===== config.mk =====
export PLATFORM = sky130hd
export DESIGN_NAME = lcs_merge
export DESIGN_NICKNAME = d
export VERILOG_FILES = /design/src/sv/lcs_pkg.sv /design/src/sv/lcs_merge.sv
export SDC_FILE = /design/constraint.sdc
export NUM_CORES = 2
export LEC_CHECK = 0
export ABC_CLOCK_PERIOD_IN_PS = 10200
export BUFFER_PORTS_ARGS = -buffer_cell sky130_fd_sc_hd__buf_2
export CAP_MARGIN = 5
export CORE_MARGIN = 8
export CORE_UTILIZATION = 60
export DETAILED_ROUTE_END_ITERATION = 7
export GPL_ROUTABILITY_DRIVEN = 0
export HOLD_SLACK_MARGIN = 0.1
export PLACE_DENSITY = 0.8
export SYNTH_ARGS = -nofsm -noshare
export SYNTH_HDL_FRONTEND = slang
export SYNTH_SLANG_ARGS = --single-unit

===== constraint.sdc =====
create_clock -name clk -period 10.2 [get_ports clk]
set_input_delay 2.04 -clock clk [delete_from_list [all_inputs] [get_ports clk]]
set_output_delay 2.04 -clock clk [all_outputs]
set_load 0.01 [all_outputs]

===== src/sv/lcs_pkg.sv =====
// Shared constants, types and the sRGB linearization table for the Lab color comparator.
package lcs_pkg;

    // Default number of Lab fraction bits
    localparam int LAB_FRAC_BITS_DEF = 8;

    // Field and datapath widths
    localparam int COLOR_W    = 24;
    localparam int CHAN_W     = 8;
    localparam int LIN_W      = 17;   // linear channel, Q16, up to 1.0
    localparam int COEF_W     = 20;
    localparam int XYZ_NUM_W  = 37;   // matrix numerator
    localparam int XYZ_W      = 17;   // normalized XYZ, Q16
    localparam int XYZ_FRAC   = 16;
    localparam int F_W        = 17;   // f() result, Q16
    localparam int LAB_RAW_W  = 28;   // Lab before rounding, Q16 signed
    localparam int TOL_W      = 16;
    localparam logic [TOL_W-1:0] TOL_RESET = 16'd100;

    // Pipeline depths
    localparam int DIV_LAT    = 3;
    localparam int CBRT_STEPS = 18;
    localparam int F_LAT      = CBRT_STEPS + 1;
    localparam int LANE_LAT   = 3 + DIV_LAT + F_LAT + 2;
    localparam int MERGE_LAT  = 4;

    // Cube root working widths
    localparam int CBRT_R_W   = 19;
    localparam int CBRT_SQ_W  = 38;
    localparam int CBRT_CU_W  = 56;
    localparam int CBRT_TGT_W = XYZ_W + 32;

    // RGB to XYZ matrix scaled by 1000000; the white point is divided out later by XYZ_DIV
    typedef logic [COEF_W-1:0] coef_mat_t [3][3];
    localparam coef_mat_t XYZ_COEF = '{
        '{20'd412453, 20'd357580, 20'd180423},
        '{20'd212671, 20'd715160, 20'd72169},
        '{20'd19334,  20'd119193, 20'd950227}
    };
    localparam longint unsigned XYZ_ROUND [3] = '{475235, 500000, 544415};
    localparam longint unsigned XYZ_DIV   [3] = '{950470, 1000000, 1088830};

    // Linear segment of f()
    localparam int FLIN_NUM_W = 37;
    localparam longint unsigned FLIN_MUL = 903292;      // 7.787 * 116 scaled
    localparam longint unsigned FLIN_ADD = 1048634000;  // 16/116 offset plus rounding
    localparam longint unsigned FLIN_DIV = 116000;
    localparam int F_KNEE = (8856 * 65536) / 1000000;  // cube root above this

    // Lab scaling
    localparam int L_MUL = 116;
    localparam int L_OFS = 16 * 65536;
    localparam int A_MUL = 500;
    localparam int B_MUL = 200;

    typedef logic [LIN_W-1:0] lin_table_t [256];

    // Floor fifth root of a Q30 value
    function automatic logic [63:0] fifth_root_q30(input logic [63:0] s);
        logic [63:0] r;
        logic [63:0] c;
        logic [63:0] p2;
        logic [63:0] p4;
        logic [63:0] p5;
        int bit_i;
        r = '0;
        for (bit_i = 30; bit_i >= 0; bit_i--) begin
            c  = r | (64'd1 << bit_i);
            p2 = (c * c) >> 30;
            p4 = (p2 * p2) >> 30;
            p5 = (p4 * c) >> 30;
            if (p5 <= s) begin
                r = c;
            end
        end
        return r;
    endfunction

    // sRGB gamma expansion, Q16
    function automatic lin_table_t build_lin_table();
        lin_table_t tbl;
        logic [63:0] code;
        logic [63:0] t;
        logic [63:0] s;
        logic [63:0] r;
        logic [63:0] v;
        int c;
        for (c = 0; c < 256; c++) begin
            code = 64'(c);
            if (c <= 10) begin
                tbl[c] = LIN_W'((code * 64'd6553600 + 64'd164730) / 64'd329460);
            end else begin
                t = ((64'd1000 * code + 64'd14025) << 30) / 64'd269025;
                s = (t * t) >> 30;
                r = fifth_root_q30(s);
                v = (s * r) >> 30;
                tbl[c] = LIN_W'((v + 64'd8192) >> 14);
            end
        end
        return tbl;
    endfunction

    localparam lin_table_t LIN_TABLE = build_lin_table();

endpackage


===== src/sv/lcs_merge.sv =====
// Merge stage: squared Lab distance of the two lanes and the tolerance compare.
module lcs_merge
    import lcs_pkg::*;
#(
    parameter int LAB_FRAC_BITS = LAB_FRAC_BITS_DEF,
    localparam int LAB_W = LAB_RAW_W - (XYZ_FRAC - LAB_FRAC_BITS)
) (
    input  logic                    clk,
    input  logic                    rst_n,
    input  logic                    en,
    input  logic                    in_valid,
    input  logic signed [LAB_W-1:0] lab_p [3],
    input  logic signed [LAB_W-1:0] lab_q [3],
    input  logic [TOL_W-1:0]        tolerance,
    output logic                    out_valid,
    output logic                    similar
);

    localparam int DIFF_W = LAB_W + 1;
    localparam int SQ_W   = 2 * DIFF_W;
    localparam int SUM_W  = SQ_W + 2;

    logic signed [DIFF_W-1:0]   diff_reg [3];
    logic signed [SQ_W-1:0]     sq_reg   [3];
    logic [SUM_W-1:0]           sum_reg;
    logic [SUM_W-1:0]           thresh;
    logic                       similar_reg;
    logic                       valid_reg [MERGE_LAT];

    assign thresh = SUM_W'(tolerance) << (2 * LAB_FRAC_BITS);

    // difference, square, sum, compare
    always_ff @(posedge clk)
    begin
        if (en)
        begin
            for (int i = 0; i < 3; i++)
            begin
                diff_reg[i] <= DIFF_W'(lab_p[i]) - DIFF_W'(lab_q[i]);
                sq_reg[i]   <= SQ_W'(diff_reg[i]) * SQ_W'(diff_reg[i]);
            end
            sum_reg     <= SUM_W'(unsigned'(sq_reg[0])) + SUM_W'(unsigned'(sq_reg[1]))
                         + SUM_W'(unsigned'(sq_reg[2]));
            similar_reg <= sum_reg < thresh;
        end
    end

    always_ff @(posedge clk or negedge rst_n)
    begin
        if (!rst_n)
        begin
            for (int i = 0; i < MERGE_LAT; i++)
            begin
                valid_reg[i] <= 1'b0;
            end
        end
        else if (en)
        begin
            valid_reg[0] <= in_valid;
            for (int i = 1; i < MERGE_LAT; i++)
            begin
                valid_reg[i] <= valid_reg[i-1];
            end
        end
    end

    assign out_valid = valid_reg[MERGE_LAT-1];
    assign similar   = similar_reg;

endmodule


Word-level counts from Yosys, hierarchy flattened:

Memories as Yosys holds them, arrays and structs flattened.
Index checks and enable logic that the tools add are counted.

* register bits after elaboration: 49
* memory bits (writable): 189
* bits of input ports: 140
* output and inout bits: 2
* word-level logic and storage cells: 19
* memories: 2

* add/sub/neg operators: 5
* multiply operators: 3
* $lt $le $gt $ge: 1
* mux-type cells: 2

Memory list
* sq_reg: words 3, width 42, rd ports 3, clocked after memory_dff 0, write ports 3, line lcs_merge.sv:24 `logic signed [SQ_W-1:0] sq_reg [3];`
* diff_reg: words 3, width 21, rd ports 3, clocked after memory_dff 0, write ports 3, line lcs_merge.sv:23 `logic signed [DIFF_W-1:0] diff_reg [3];`

Operator list (number)
* 21-bit by 21-bit multiplier with 42-bit output: 3
* 20-bit by 20-bit subtractor with 21-bit output: 3
* 43-bit by 42-bit adder with 44-bit output: 1
* 44-bit by 32-bit < comparator with 1-bit output: 1
* 42-bit by 42-bit adder with 43-bit output: 1
* 1-bit 2-to-1 mux: 2

Longest topological paths before layout:

An unclocked memory read counts as a cell.

* word-level depth: 3
* mapped depth: 28
* depth with buffers taken out: 26

Worst setup path before layout:

Ideal clock, no wire load.

* kind: flip-flop to flip-flop
* start point: memory diff_reg[0][41] (netlist bit)
* end point: memory sq_reg[0][82] (netlist bit), data pin
* library setup time: 0.258 ns
* arrival: 6.962 ns
* data required time: 9.942 ns
* slack: 2.980 ns
* stages on the path, launching flop included: 25
* path through: edfxtp_1 > clkbuf_1 > buf_1 > nand2_1 > fa_1 > fa_1 > inv_1 > fa_1 > inv_1 > fa_1 > inv_1 > fa_1 > inv_1 > fa_1 > fa_1 > inv_1 > ha_1 > a21o_1 > a21oi_1 > nor2b_1 > a2111o_1 > a2111o_1 > a31o_1 > a21oi_1 > xnor2_1

RTL lines (line)
* start, declared: lcs_merge.sv:23
* end, declared: lcs_merge.sv:24

==> summary.md <==
| Metric | Value |
|---|---|
| Crit path arrival time | `8.69 ns` |
| Syn Nets | `7778` |
| Yosys cell types | `86` |
| Via count | `39200` |
| Die area | `105000 sq um` |
| Min Clock Period, post-route | `8.35 ns` |
| # rows | `113` |
| WL per Instance | `17.7 um` |
| Slew headroom | `23.5%` |
| Primary FF master, synth | `edfxtp_1` |
| Status | `finished clean` |
| Largest net degree at the start of global routing | `80` |
| Most frequent cells after synthesis | `inv_1 (1764), fa_1 (1284), ha_1 (499), nand2_1 (487), nor2_1 (229)` |
| Initial Util | `60.3%` |
| Final TNS setup | `0 ns` |
| Crit Path Class | `reg -> reg` |
| Residual DRC count | `0` |
| Placed wire-length estimate | `105 mm` |
| Crit path buf inv count | `3` |
| Number of cells on the worst hold path | `1` |
| Post-CTS sizing | `0` |
| Slowest cell on the critical path | `edfxtp_1` |
| Layout area overhead | `5.22%` |
| Final cell count without fillers | `7210` |
| Vias in the first global route | `43700` |
| Area of the core | `94400 sq um` |
| #FFs+latches synth | `216` |
| Clk_lat worst skew | `0.63 ns` |
| Critical path, cell by cell | `inv_1 -> nor2_1 -> fa_1 -> ha_1 -> fa_1 -> fa_1 -> fa_1 -> fa_1 -> inv_1 -> fa_1 -> inv_1 -> ha_1 -> a21oi_1 -> nor2b_1 -> o31a_1 -> o41ai_1 -> nand3_2 -> o311a_4 -> o31ai_4 -> mux2i_1 -> nand4_1` |
| Setup Buffers After CTS | `0` |
| Reg2reg path depth | `21` |
| Nature of the critical path endpoint | `flip-flop` |
| Final setup fails | `0` |
| Type of origin of the critical path | `flip-flop` |
| Async SR Flop Fraction | `1.85%` |
| Critical Path RT | `10.54 ns` |
| Routed WL | `127 mm` |
| ANT nets after route | `0` |
| CTS H-tree depth | `1` |
| Die Width | `324 um` |
| Nets | `7845` |
| Global-route wire length before repair | `215 mm` |
| CP max FO | `27` |
| Post-CTS Hold Fix Bufs | `0` |
| Final Max Slew Viols | `0` |
| Final setup margin | `1.85 ns` |
| Post-Syn Area | `56900 sq um` |
| TritonCTS Buffers | `29` |
| Post-synth top area cell | `fa_1` |
| CP most frequent cell | `fa_1` |
| Max Fclk | `0.120 GHz` |
| Filler cells | `7465` |
| Largest register FFs | `120` |
| Die height | `324 um` |
| Final Cycle Share | `81.9%` |
| Total gr overflow | `0` |
| Post-synthesis cell count | `5855` |
| Via-to-Cell Ratio | `5.44` |
| Clock sink count | `216` |
| DRT iter0 DRCs | `2694` |
| Final setup skew | `0.0278 ns` |
| All-layer global routing usage | `25.4%` |
| Max cap viols | `0` |
| Synth top area share | `45.2%` |
| Initial antenna violation count | `2` |
| CTS clk-pin slew, worst paths | `0.06 ns` |
| Slew @ Worst Pin | `1.15 ns` |
| First-pass DRT Iterations | `6` |
| Ys Warns | `0` |
| Placed Cells incl. Taps | `7156` |
| Final-report hold violation count | `0` |
| DP Worst Slack | `2.01 ns` |
| Delay of the slowest cell on the worst path | `0.94 ns` |
| CTS Root Buffer Type | `clkbuf_16` |
| Synth area leaders | `fa_1 (45%), inv_1 (12%), edfxtp_1 (11%)` |
| RSZ-0062 raised after global routing | `no` |
| Hold Path Class | `reg -> reg` |
| Max Root-Sink Buffers | `3` |
| Register area share after synthesis | `11.4%` |
| Mean Syn Cell Area | `9.72 sq um` |
| CTS tree | `built` |
| Worst path top cell family by delay | `adder cells` |
| Post-synth EDFFs | `212` |
| Crit path depth | `21` |
| Share of cells above drive strength 1 | `4.51%` |
| Port Buffer Count | `141` |
| Most frequent cell after synthesis | `inv_1` |
| I/O pin count | `142` |
-- final timing paths --
check / startpoint / end / slack, ns
min in group asynchronous: rst_n / valid_reg[1] / 1.21
hold reg to reg: out_valid / out_valid / 0.50
hold / removal: out_valid / out_valid / 0.50
max in group asynchronous: rst_n / out_valid / 8.87
setup / recovery: diff_reg[0][20] / sq_reg[0][41] / 1.85
setup reg to reg: diff_reg[0][20] / sq_reg[0][41] / 1.85
-- cell type report --
cell class | instances | area, sq um | area share, %
antenna | 1 | 2.50 | 0.00418
clock inverter | 19 | 209 | 0.349
sequential | 216 | 6470 | 10.8
tap | 1265 | 1580 | 2.64
inverter | 1769 | 6640 | 11.1
multi-input combinational | 3734 | 43300 | 72.3
clock buffer | 34 | 744 | 1.24
timing repair buffer | 172 | 948 | 1.58
-- layer usage --
metal  GRT usage, %  vias up  part of all wire [%]
met5              0        -                     0
met1           32.3    19800                    39
met3           4.15      331                   7.6
met4           8.15        0                   3.4
met2           44.6     1433                    50
li1               -    17600                     -
-- logic make-up (layout without fill, tap and decap cells) --
| kind of cell | count (synthesis) | after routing | share of synthesized area (%) |
|---|---|---|---|
| buf+inv | 1905 | 1994 | 12.6 |
| other cells | 1 | 2 | 0.00659 |
| simple gates | 1153 | 1153 | 9.47 |
| compound gates | 543 | 543 | 6.50 |
| xor+xnor | 243 | 243 | 3.74 |
| fa+ha+maj | 1783 | 1783 | 56.1 |
| mux | 11 | 11 | 0.215 |
| flops | 216 | 216 | 11.4 |
-- per-stage QoR --
step	hold WS, ns	instance area [sq um]	utilization [%]
2_1_floorplan	0.475	56900	-
3_3_place_gp	0.485	58900	62.4
3_5_place_dp	0.490	58900	62.4
4_1_cts	0.504	59900	63.4
5_1_grt	0.521	59900	63.4
6_report	0.505	59900	63.4
-- cell usage in the layout (no fill, tap or decap), types with 14 or more instances in the layout --
master / n
a211oi_1: 26
a21o_1: 85
a21oi_1: 160
a31o_2: 14
and2_1: 187
and3_1: 22
buf_2: 140
buf_4: 31
clkbuf_16: 29
edfxtp_1: 212
fa_1: 1284
ha_1: 499
inv_1: 1764
nand2_1: 487
nand2b_1: 36
nand3_1: 39
nand4_1: 23
nor2_1: 229
nor2b_1: 34
nor3_1: 45
o211ai_1: 15
o21a_1: 19
o21ai_0: 55
o21ai_1: 24
o21bai_1: 29
xnor2_1: 179
xor2_1: 64
Power is left out: the tool's default activity adds up to more than one toggle a clock period on the data nets, which glitch-free logic cannot reach.
